$ cat config.mk
export PLATFORM = sky130hd
export DESIGN_NAME = e2m1_by_int4_dot_product
export DESIGN_NICKNAME = d
export VERILOG_FILES = /design/src/rtl/core/e2m1dp_pkg.sv /design/src/rtl/core/e2m1dp_lane.sv /design/src/rtl/core/e2m1dp_merge.sv /design/src/rtl/core/e2m1_by_int4_dot_product.sv
export SDC_FILE = /design/constraint.sdc
export NUM_CORES = 1
export LEC_CHECK = 0
export BUFFER_PORTS_ARGS = -buffer_cell sky130_fd_sc_hd__buf_2
export CORE_MARGIN = 10
export CORE_UTILIZATION = 30
export CTS_BUF_LIST = sky130_fd_sc_hd__clkbuf_2 sky130_fd_sc_hd__clkbuf_4 sky130_fd_sc_hd__clkbuf_8
export CTS_CLUSTER_SIZE = 30
export DETAILED_ROUTE_END_ITERATION = 7
export RECOVER_POWER = 50
export SYNTH_ARGS = -nofsm -noshare
export SYNTH_HDL_FRONTEND = slang
export SYNTH_SLANG_ARGS = --single-unit
$ cat constraint.sdc
create_clock -name clk -period 8 [get_ports clk]
set_clock_uncertainty 0.15 [all_clocks]
set_input_delay 0.4 -clock clk [delete_from_list [all_inputs] [get_ports clk]]
set_output_delay 0.4 -clock clk [all_outputs]
set_load 0.01 [all_outputs]
$ cat src/rtl/core/e2m1dp_pkg.sv
// Shared types, widths and the E2M1 magnitude table for the E2M1 by int4 dot product.
`timescale 1ns / 1ps

package e2m1dp_pkg;

    localparam int FIELD_BITS   = 32;   // width of each packed input field
    localparam int NIB_BITS     = 4;    // one lane's nibble
    localparam int Q_BITS       = 5;    // decoded weight, twice its value, -12..12
    localparam int LO_PROD_BITS = 8;    // activation times low plane, -48..48
    localparam int HI_PROD_BITS = 5;    // activation times high plane, -8..8
    localparam int DOT_BITS     = 32;   // result width

    // Decoded weights at or beyond this magnitude carry into the high plane.
    localparam logic signed [Q_BITS-1:0] Q_SPLIT = 5'sd8;

    typedef logic [NIB_BITS-1:0] nibble_t;

    // Control that travels with a beat through the lane stage.
    typedef struct packed {
        logic valid;
        logic last;
    } beat_ctrl_t;

    // Twice the E2M1 magnitude for a 3-bit code.
    function automatic logic [NIB_BITS-1:0] mag_twice(input logic [2:0] code);
        logic [NIB_BITS-1:0] mag;
        unique case (code)
            3'd0:    mag = 4'd0;
            3'd1:    mag = 4'd1;
            3'd2:    mag = 4'd2;
            3'd3:    mag = 4'd3;
            3'd4:    mag = 4'd4;
            3'd5:    mag = 4'd6;
            3'd6:    mag = 4'd8;
            3'd7:    mag = 4'd12;
            default: mag = 4'd0;
        endcase
        return mag;
    endfunction

endpackage

$ cat src/rtl/core/e2m1dp_lane.sv
// One lane: decode an E2M1 nibble, split it into two planes, register both products.
`timescale 1ns / 1ps

module e2m1dp_lane (
    input  logic                                    clk,
    input  logic                                    load,
    input  e2m1dp_pkg::nibble_t                     act_nibble,
    input  e2m1dp_pkg::nibble_t                     weight_nibble,
    output logic signed [e2m1dp_pkg::LO_PROD_BITS-1:0] lo_prod,
    output logic signed [e2m1dp_pkg::HI_PROD_BITS-1:0] hi_prod
);
    import e2m1dp_pkg::*;

    logic        [NIB_BITS-1:0]     mag;
    logic signed [Q_BITS-1:0]       q;
    logic signed [NIB_BITS-1:0]     w_lo;
    logic signed [LO_PROD_BITS-1:0] act_ext;
    logic signed [LO_PROD_BITS-1:0] w_lo_ext;
    logic signed [HI_PROD_BITS-1:0] act_hi_ext;
    logic signed [LO_PROD_BITS-1:0] lo_prod_next;
    logic signed [HI_PROD_BITS-1:0] hi_prod_next;
    logic signed [LO_PROD_BITS-1:0] lo_prod_reg;
    logic signed [HI_PROD_BITS-1:0] hi_prod_reg;

    always_comb
    begin
        mag        = mag_twice(weight_nibble[2:0]);
        q          = weight_nibble[3] ? -$signed({1'b0, mag}) : $signed({1'b0, mag});
        act_ext    = LO_PROD_BITS'($signed(act_nibble));
        act_hi_ext = HI_PROD_BITS'($signed(act_nibble));
        priority if (q >= Q_SPLIT)
        begin
            w_lo         = NIB_BITS'(q - Q_SPLIT);
            hi_prod_next = act_hi_ext;
        end
        else if (q <= -Q_SPLIT)
        begin
            w_lo         = NIB_BITS'(q + Q_SPLIT);
            hi_prod_next = -act_hi_ext;
        end
        else
        begin
            w_lo         = NIB_BITS'(q);
            hi_prod_next = '0;
        end
        w_lo_ext     = LO_PROD_BITS'(w_lo);
        lo_prod_next = act_ext * w_lo_ext;
    end

    // Hold the products until the next accepted beat.
    always_ff @(posedge clk)
    begin
        if (load)
        begin
            lo_prod_reg <= lo_prod_next;
            hi_prod_reg <= hi_prod_next;
        end
    end

    assign lo_prod = lo_prod_reg;
    assign hi_prod = hi_prod_reg;

endmodule

$ cat src/rtl/core/e2m1dp_merge.sv
// Lane merge: adder trees over the lane products and the two plane accumulators.
`timescale 1ns / 1ps

module e2m1dp_merge #(
    parameter int LANES    = 8,
    parameter int SUM_BITS = 40
) (
    input  logic                                       clk,
    input  logic                                       rst_n,
    input  e2m1dp_pkg::beat_ctrl_t                     lane_ctrl,
    input  logic signed [e2m1dp_pkg::LO_PROD_BITS-1:0] lo_prods [LANES],
    input  logic signed [e2m1dp_pkg::HI_PROD_BITS-1:0] hi_prods [LANES],
    input  logic                                       out_ready,
    output logic                                       advance,
    output logic                                       fin_valid,
    output logic [SUM_BITS-1:0]                        fin_lo,
    output logic [SUM_BITS-1:0]                        fin_hi
);
    import e2m1dp_pkg::*;

    localparam int PAD     = 1 << $clog2(LANES);
    localparam int LO_BITS = LO_PROD_BITS + $clog2(LANES);
    localparam int HI_BITS = HI_PROD_BITS + $clog2(LANES);

    logic signed [LO_BITS-1:0] tree_lo [1:2*PAD-1];
    logic signed [HI_BITS-1:0] tree_hi [1:2*PAD-1];
    logic [SUM_BITS-1:0]       sum_lo;
    logic [SUM_BITS-1:0]       sum_hi;
    logic [SUM_BITS-1:0]       acc_lo_reg;
    logic [SUM_BITS-1:0]       acc_hi_reg;
    logic [SUM_BITS-1:0]       fin_lo_reg;
    logic [SUM_BITS-1:0]       fin_hi_reg;
    logic                      fin_valid_reg;
    logic                      fin_valid_next;
    logic                      fin_ready;

    // Pairwise tree: leaves at PAD.., each node adds its two children.
    always_comb
    begin
        for (int i = 0; i < PAD; i++)
        begin
            if (i < LANES)
            begin
                tree_lo[PAD+i] = LO_BITS'(lo_prods[i]);
                tree_hi[PAD+i] = HI_BITS'(hi_prods[i]);
            end
            else
            begin
                tree_lo[PAD+i] = '0;
                tree_hi[PAD+i] = '0;
            end
        end
        for (int j = PAD - 1; j >= 1; j--)
        begin
            tree_lo[j] = tree_lo[2*j] + tree_lo[2*j+1];
            tree_hi[j] = tree_hi[2*j] + tree_hi[2*j+1];
        end
    end

    assign sum_lo = acc_lo_reg + SUM_BITS'(tree_lo[1]);
    assign sum_hi = acc_hi_reg + SUM_BITS'(tree_hi[1]);

    // A last beat needs room in the final-sum register; others always advance.
    assign fin_ready = !fin_valid_reg || out_ready;
    assign advance   = lane_ctrl.valid && (!lane_ctrl.last || fin_ready);

    always_comb
    begin
        fin_valid_next = fin_valid_reg && !out_ready;
        if (advance && lane_ctrl.last)
        begin
            fin_valid_next = 1'b1;
        end
    end

    always_ff @(posedge clk or negedge rst_n)
    begin
        if (!rst_n)
        begin
            acc_lo_reg    <= '0;
            acc_hi_reg    <= '0;
            fin_valid_reg <= 1'b0;
        end
        else
        begin
            fin_valid_reg <= fin_valid_next;
            if (advance)
            begin
                if (lane_ctrl.last)
                begin
                    acc_lo_reg <= '0;
                    acc_hi_reg <= '0;
                end
                else
                begin
                    acc_lo_reg <= sum_lo;
                    acc_hi_reg <= sum_hi;
                end
            end
        end
    end

    // Capture the closing sums of a dot product.
    always_ff @(posedge clk)
    begin
        if (advance && lane_ctrl.last)
        begin
            fin_lo_reg <= sum_lo;
            fin_hi_reg <= sum_hi;
        end
    end

    assign fin_valid = fin_valid_reg;
    assign fin_lo    = fin_lo_reg;
    assign fin_hi    = fin_hi_reg;

endmodule

$ cat src/rtl/core/e2m1_by_int4_dot_product.sv
// Top level of the E2M1-weight by signed 4-bit activation dot product.
//
//  channel  | handshake                    | payload
//  ---------+------------------------------+----------------------------------
//  group    | group_valid / group_stall    | activations, weight_codes, last
//  result   | result_valid / result_stall  | dot_value, overflow
//
// One group beat is taken per cycle while group_stall is low. The lane registers,
// the final-sum register and the output register form a three-register pipeline.
// The lane registers load at the edge that takes the beat; the closing sums of a
// dot product then pass through the final-sum register into the output register.
// Reset clears the accumulators and every valid flag; payload registers are not reset.
// A stalled result blocks a later last beat at the merge stage; beats that are
// not last keep flowing into the accumulators meanwhile.
`timescale 1ns / 1ps

module e2m1_by_int4_dot_product #(
    parameter int LANES    = 8,
    parameter int SUM_BITS = 40
) (
    input  logic                                   clk,
    input  logic                                   rst_n,
    input  logic                                   group_valid,
    output logic                                   group_stall,
    input  logic [e2m1dp_pkg::FIELD_BITS-1:0]      activations,
    input  logic [e2m1dp_pkg::FIELD_BITS-1:0]      weight_codes,
    input  logic                                   last,
    output logic                                   result_valid,
    input  logic                                   result_stall,
    output logic signed [e2m1dp_pkg::DOT_BITS-1:0] dot_value,
    output logic                                   overflow
);
    import e2m1dp_pkg::*;

    localparam int TOTAL_BITS = SUM_BITS + 4;

    beat_ctrl_t                      lane_ctrl_reg;
    logic                            lane_ready;
    logic                            group_fire;
    logic                            advance;
    logic                            out_ready;
    logic                            fin_valid;
    logic [SUM_BITS-1:0]             fin_lo;
    logic [SUM_BITS-1:0]             fin_hi;
    logic signed [LO_PROD_BITS-1:0]  lo_prods [LANES];
    logic signed [HI_PROD_BITS-1:0]  hi_prods [LANES];
    logic signed [TOTAL_BITS-1:0]    total;
    logic                            overflow_next;
    logic                            result_valid_reg;
    logic signed [DOT_BITS-1:0]      dot_value_reg;
    logic                            overflow_reg;

    // The lane registers free up when empty or when the merge stage takes them.
    assign lane_ready  = !lane_ctrl_reg.valid || advance;
    assign group_stall = !lane_ready;
    assign group_fire  = group_valid && lane_ready;

    always_ff @(posedge clk or negedge rst_n)
    begin
        if (!rst_n)
        begin
            lane_ctrl_reg <= '0;
        end
        else if (lane_ready)
        begin
            lane_ctrl_reg.valid <= group_valid;
            lane_ctrl_reg.last  <= last;
        end
    end

    // Lanes past the packed fields see zero nibbles and add nothing.
    for (genvar g = 0; g < LANES; g++)
    begin : g_lane
        nibble_t act_nib;
        nibble_t wgt_nib;
        if (g * NIB_BITS < FIELD_BITS)
        begin : g_field
            assign act_nib = activations[g*NIB_BITS +: NIB_BITS];
            assign wgt_nib = weight_codes[g*NIB_BITS +: NIB_BITS];
        end
        else
        begin : g_pad
            assign act_nib = '0;
            assign wgt_nib = '0;
        end
        e2m1dp_lane u_lane (
            .clk           (clk),
            .load          (group_fire),
            .act_nibble    (act_nib),
            .weight_nibble (wgt_nib),
            .lo_prod       (lo_prods[g]),
            .hi_prod       (hi_prods[g])
        );
    end

    e2m1dp_merge #(
        .LANES    (LANES),
        .SUM_BITS (SUM_BITS)
    ) u_merge (
        .clk       (clk),
        .rst_n     (rst_n),
        .lane_ctrl (lane_ctrl_reg),
        .lo_prods  (lo_prods),
        .hi_prods  (hi_prods),
        .out_ready (out_ready),
        .advance   (advance),
        .fin_valid (fin_valid),
        .fin_lo    (fin_lo),
        .fin_hi    (fin_hi)
    );

    // Combine the planes: low + 8*high, exact in TOTAL_BITS, then wrap to 32 bits.
    // Overflow when the bits above bit 31 are not all copies of the sign.
    assign total = TOTAL_BITS'($signed(fin_lo)) + (TOTAL_BITS'($signed(fin_hi)) <<< 3);
    assign overflow_next = !((&total[TOTAL_BITS-1:DOT_BITS-1]) ||
                             !(|total[TOTAL_BITS-1:DOT_BITS-1]));

    // Output register: load whenever empty or the current beat is taken.
    assign out_ready = !result_valid_reg || !result_stall;

    always_ff @(posedge clk or negedge rst_n)
    begin
        if (!rst_n)
        begin
            result_valid_reg <= 1'b0;
        end
        else if (out_ready)
        begin
            result_valid_reg <= fin_valid;
        end
    end

    always_ff @(posedge clk)
    begin
        if (out_ready && fin_valid)
        begin
            dot_value_reg <= total[DOT_BITS-1:0];
            overflow_reg  <= overflow_next;
        end
    end

    assign result_valid = result_valid_reg;
    assign dot_value    = dot_value_reg;
    assign overflow     = overflow_reg;

endmodule

Word-level counts from Yosys, hierarchy flattened

Memories as Yosys holds them, arrays and structs flattened.
Cells that the tools add are included.

Output and inout bits: 35
RAM bits: 0
Bits in read-only memories: 256
Memories: 8
Latch bits: 0
Input bits: 69
Bits in registers: 301

Memory list:

| memory           | depth | bits a word | rd ports | clocked after memory_dff | write ports | line             | text |
|---|---|---|---|---|---|---|---|
| (name not given) | 8     | 4           | 1        | 0                        | 0           | e2m1dp_pkg.sv:27 | `unique case (code)` |
| (name not given) | 8     | 4           | 1        | 0                        | 0           | e2m1dp_pkg.sv:27 |  |
| (name not given) | 8     | 4           | 1        | 0                        | 0           | e2m1dp_pkg.sv:27 |  |
| (name not given) | 8     | 4           | 1        | 0                        | 0           | e2m1dp_pkg.sv:27 |  |
| (name not given) | 8     | 4           | 1        | 0                        | 0           | e2m1dp_pkg.sv:27 |  |
| (name not given) | 8     | 4           | 1        | 0                        | 0           | e2m1dp_pkg.sv:27 |  |
| 2 more memories  | -     | -           | -        | -                        | -           | -                |  |

Bitwise operators: 0
Add/subtract/negate cells: 49
Divide/modulo/power cells: 0
Shift-type cells: 0
Magnitude comparators: 16
Equality and inequality tests: 0
Reductions and logical operators: 21
Multipliers: 8
Multiplexer cells: 43

Operators with widths:

| operator                                                        | count |
|---|---|
| two-way mux 5 bit                                               | 24 |
| adder 40 bit                                                    | 2 |
| two-way mux 40 bit                                              | 2 |
| negation 4 -> 5 bit                                             | 16 |
| multiplier 4 x 4 -> 8 bit                                       | 8 |
| two-way mux 4 bit                                               | 16 |
| adder 40 x 43 -> 44 bit                                         | 1 |
| >= comparator 5 bit (second input constant)                     | 8 |
| less-or-equal comparator 5 x 4 -> 1 bit (second input constant) | 8 |
| adder 8 x 8 -> 9 bit                                            | 4 |
| adder 11 bit                                                    | 3 |
| adder 4 bit (second input constant)                             | 8 |
| subtractor 4 bit (second input constant)                        | 8 |
| adder 5 x 5 -> 6 bit                                            | 4 |
| adder 8 bit                                                     | 3 |
| AND reduction 13 bit                                            | 1 |
| OR reduction 13 bit                                             | 1 |
| logical NOT 1 bit                                               | 9 |
| logical AND 1 bit                                               | 5 |
| logical OR 1 bit                                                | 5 |
| two-way mux 1 bit                                               | 1 |

Depth between registers and ports, before layout

Depth after elaboration: 7
Depth in mapped cells: 33
Depth with buffers taken out: 32

Modules after synthesis

Synthesis repeated with hierarchy kept, for this count alone.

Cell total of the unflattened synthesis: 2476
Area, all modules: 25469.4 sq um

Modules (own cells, without submodules):

| module                             | seq. area each (sq um) | times used | area each (sq um) | cells an instance |
|---|---|---|---|---|
| e2m1dp_merge                       | 4429.2                 | 1          | 12857.3           | 1289 |
| e2m1dp_lane (g_lane[0].u_lane ...) | 390.4                  | 7          | 1156.1            | 103 |
| e2m1_by_int4_dot_product           | 1066.0                 | 1          | 3354.5            | 359 |
| e2m1dp_lane (g_lane[7].u_lane)     | 390.4                  | 1          | 1164.9            | 107 |

Worst setup path after synthesis

OpenSTA, ideal clock, no wires.

Path type: register to register
Start: reg g_lane[6].u_lane.hi_prod_reg[0]
End: reg u_merge.acc_hi_reg[39]
Path slack: 0.367 ns
Arrival: 7.400 ns
Buffers on the path: 0
Library setup time: 0.083 ns
Cell stages (with the launch flop): 30
Clock period less this slack: 7.633 ns
Cell sequence: edfxtp_1 > ha_1 > inv_1 > fa_1 > o21ai_0 > a21oi_1 > xnor2_1 > fa_1 > inv_1 > fa_1 > inv_1 > ha_1 > inv_1 > nor2_1 > nor2_1 > o21bai_1 > a21oi_1 > xnor2_1 > ha_1 > and4_1 > and2_1 > o311ai_0 > o21ai_0 > o21ai_1 > a31o_2 > a21oi_1 > a221oi_1 > xor2_1 > or4_1 > o21ai_0

Word-level cells in the longest chain between the ends: 5

RTL lines:

| what                     | line               | text |
|---|---|---|
| start: declaration       | e2m1dp_lane.sv:23  | `logic signed [HI_PROD_BITS-1:0] hi_prod_reg;` |
| start signal: assignment | e2m1dp_lane.sv:56  | `hi_prod_reg <= hi_prod_next;` |
| adder 5 x 5 -> 6 bit     | e2m1dp_merge.sv:56 | `tree_hi[j] = tree_hi[2*j] + tree_hi[2*j+1];` |
| adder 8 bit (2 in a row) | e2m1dp_merge.sv:56 |  |
| adder 40 bit             | e2m1dp_merge.sv:61 | `assign sum_hi = acc_hi_reg + SUM_BITS'(tree_hi[1]);` |
| two-way mux 40 bit       | e2m1dp_merge.sv:89 | `if (lane_ctrl.last)` |
| end signal: assignment   | e2m1dp_merge.sv:97 | `acc_hi_reg <= sum_hi;` |
| end: declaration         | e2m1dp_merge.sv:30 | `logic [SUM_BITS-1:0] acc_hi_reg;` |

Every way passes these cells.
A chain may end at the register's enable or synchronous reset.

Worst setup path in the final report

Start: reg g_lane[3].u_lane.lo_prod_reg[0]
End: reg u_merge.acc_lo_reg[34]

Word-level cells in the longest chain between the ends: 5

RTL lines:

| what                      | line               | text |
|---|---|---|
| start: declaration        | e2m1dp_lane.sv:22  | `logic signed [LO_PROD_BITS-1:0] lo_prod_reg;` |
| start signal: assignment  | e2m1dp_lane.sv:55  | `lo_prod_reg <= lo_prod_next;` |
| adder 8 x 8 -> 9 bit      | e2m1dp_merge.sv:55 | `tree_lo[j] = tree_lo[2*j] + tree_lo[2*j+1];` |
| adder 11 bit (2 in a row) | e2m1dp_merge.sv:55 |  |
| adder 40 bit              | e2m1dp_merge.sv:60 | `assign sum_lo = acc_lo_reg + SUM_BITS'(tree_lo[1]);` |
| net u_merge.sum_lo[34]    | e2m1dp_merge.sv:27 | `logic [SUM_BITS-1:0] sum_lo;` |
| two-way mux 40 bit        | e2m1dp_merge.sv:89 |  |
| end signal: assignment    | e2m1dp_merge.sv:96 | `acc_lo_reg <= sum_lo;` |
| end: declaration          | e2m1dp_merge.sv:29 | `logic [SUM_BITS-1:0] acc_lo_reg;` |

The timed path passes the listed nets, and every way through them passes these cells.

==> impl_results.md <==
* Status: finished with violations
* Failing checks: capacitance limit, slew limit
* TritonRoute pass-1 iters at 5
* Die width at 308 um
* # setup viols final at 0
* Max transition margin at -2.10
* Worst setup EP type: register
* Final nets at 3102
* CTS H-tree depth at 2
* First-pass GRT wire length at 92200 um
* GP Congestion at 0.850
* Setup Total Neg Slack at 0 ps
* Gr usage total at 0.119
* Wirelength per Cell at 15.2 um
* Mapped Nets at 2939
* Vias per cell at 4.73
* Tcrit/Tclk final at 0.951
* Hpwl dp at 44500 um
* Avg Inst Size Synth at 10.2 um2
* Initial antenna violation count at 3
* Asr flop ratio synth at 0.279
* Number of port buffers at 103
* Synth Flop Type: edfxtp_1
* Largest net degree at the start of global routing at 82
* Inserted Clock Buffers at 54
* Synth Warn # at 0
* Share of cells above drive strength 1 at 0.0730
* Largest register FFs at 64
* Grt total ovfl at 0
* Max Slew Vio Count at 229
* Drt initial violations at 795
* Most common cell on crit path: a21o_1
* Register area share after synthesis at 0.346
* Clock latency at the later pin of the worst-skew pair at 670 ps
* Worst path slowest cell: fa_1
* Cell Area, Synth at 24900 um2
* Data arrival, critical path at 8020 ps
* DIE AREA at 94900 um2
* GRT met3 Usage at 0.0205
* Clock sinks at 301
* I/O pin count at 104
* R2R setup slack at 390 ps
* Busiest grt layer: met2
* Final min period at 7610 ps
* Synth cell types at 69
* Vias at 17700
* Number of global-route vias before repair at 17700
* Initial Utilization at 0.303
* Maximum capacitance violations at 5
* Crit path largest cell delay at 520 ps
* Global routing met2 resource utilization at 0.192
* WL final at 56800 um
* Hold Path Class: input pin to register
* FMAX at 131 MHz
* Root Buffer: clkbuf_8
* Final hold viol count at 0
* Critical Setup Path Class: register to register
* Routed Antenna Nets at 0
* Worst-margin pin slew at 4640 ps
* Drc violations at 0
* Die Span Y at 308 um
* Crit Path Max Fanout at 23
* Gate Count Post-Synth at 2451
* CTS max path bufs at 3
* Met1 Resource Use GR at 0.163
* Layout area overhead at 13.2%
* CTS tree: built
* Yosys reg bits at 301
* RSZ-0062 raised after global routing: no
* EDFF count, synth at 217
* CP required at 8410 ps
* Startpoint Class: register
* CTS clk-pin slew, worst paths at 60 ps
* Core area at 82200 um2
* Row count at 105
## final timing paths
| check | to | startpoint | depth (start not counted) |
|---|---|---|---|
| max in group asynchronous | u_merge.acc_hi_reg[2] | rst_n | 3 |
| setup / recovery | u_merge.acc_lo_reg[34] | g_lane[3].u_lane.lo_prod[0] | 29 |
| min in group asynchronous | u_merge.acc_hi_reg[14] | rst_n | 2 |
| hold / removal | g_lane[1].u_lane.hi_prod[4] | activations[7] | 3 |
| hold reg to reg | dot_value[0] | u_merge.fin_lo[0] | 0 |
| setup reg to reg | u_merge.acc_lo_reg[34] | g_lane[3].u_lane.lo_prod[0] | 29 |
## final cells by class
type / instances / area, um2
Clock inverter: 30 / 295
Tap cell: 1070 / 1340
Inverter: 305 / 1140
Clock buffer: 70 / 876
Timing Repair Buffer: 149 / 858
Timing Repair inverter: 1 / 7.51
Antenna cell: 1 / 2.50
Fill cell: 8372 / 54100
Sequential cell: 301 / 8620
Multi-Input combinational cell: 1802 / 15000
## through the flow
| stage | util | hold WS [ps] | cell area (um2) | setup slack, ps | std cells |
|---|---|---|---|---|---|
| 5_1_grt | 0.343 | 34.4 | 28200 | 28.7 | 3729 |
| 3_5_place_dp | 0.325 | 261 | 26700 | 237 | 3592 |
| 3_3_place_gp | 0.325 | 253 | 26700 | 309 | 3592 |
| 4_1_cts | 0.343 | 0.146 | 28200 | 238 | 3722 |
| 2_1_floorplan | - | -45.6 | 24900 | 367 | 2451 |
| 6_report | 0.343 | 46.0 | 28200 | 392 | 3729 |
## cells in the mapped netlist (12+ instances only)
cell type  number  area [um2]
a21o_1         83         623
a21oi_1       172         861
a22o_1         68         596
a31oi_1        12        75.1
and2_1         57         357
clkbuf_1       38         143
dfrtp_1        84        2100
edfxtp_1      217        6520
fa_1          115        2300
ha_1          304        3800
inv_1         305        1140
mux2i_1        17         170
nand2_1       142         533
nand2b_1       42         263
nand3_1        29         145
nand4_1        15        93.8
nor2_1        132         495
nor2b_1        43         269
nor3_1         21         105
o21a_1         22         165
o21ai_0       104         521
o21bai_1       31         233
o31ai_1        21         158
xnor2_1       169        1480
xor2_1         66         578
## repair_timing
item / CTS / global route
gates resized for setup: 0 / 9
setup buffers: 0 / 5
hold buffers: 30 / 0
endpoints found under the setup margin: 0 / 14
hold endpoints to repair: 65 / 0
## cell families (layout without fill, tap and decap cells)
kind of cell,count (synthesis),count (layout),synth area share
AOI/OAI and AO/OA,604,604,0.161
and+or+nand+nor,518,518,0.102
adders and majority gates,419,419,0.245
buffers and inverters,348,555,0.0527
DFF,301,301,0.346
xor gates and xnor gates,235,235,0.0827
muxes,26,26,0.0109
other,0,1,0
## layout by cell type, fill, tap and decap left out, drive strengths merged, types with 63 or more instances in the layout
cell	netlist	routed
ha	304	304
dfrtp	84	84
a21o	83	83
a21oi	173	173
clkbuf	38	126
o21ai	109	109
inv	305	307
nor2	132	132
a22o	68	68
edfxtp	217	217
nand2	142	142
xor2	66	66
buf	5	63
fa	115	115
xnor2	169	169
## routing by layer
metal,vias to the layer above,share of wire
met5,-,0.00046
met2,285,0.45
li1,8930,-
met4,4,0.021
met3,72,0.044
met1,8361,0.49
## worst max-delay path, delay by kind of cell, from the launching register on
| kind | cells | cell delay, ps |
|---|---|---|
| AO/OA/AOI/OAI | 14 | 3070 |
| XOR/XNOR | 3 | 540 |
| adder cells (fa/ha/maj) | 6 | 2330 |
| buffers and inverters | 4 | 530 |
| flip-flops | 1 | 380 |
| AND/OR/NAND/NOR | 2 | 500 |
Power is not shown: default switching activity piles up to over one toggle a cycle in this logic, so the estimate is an artifact.
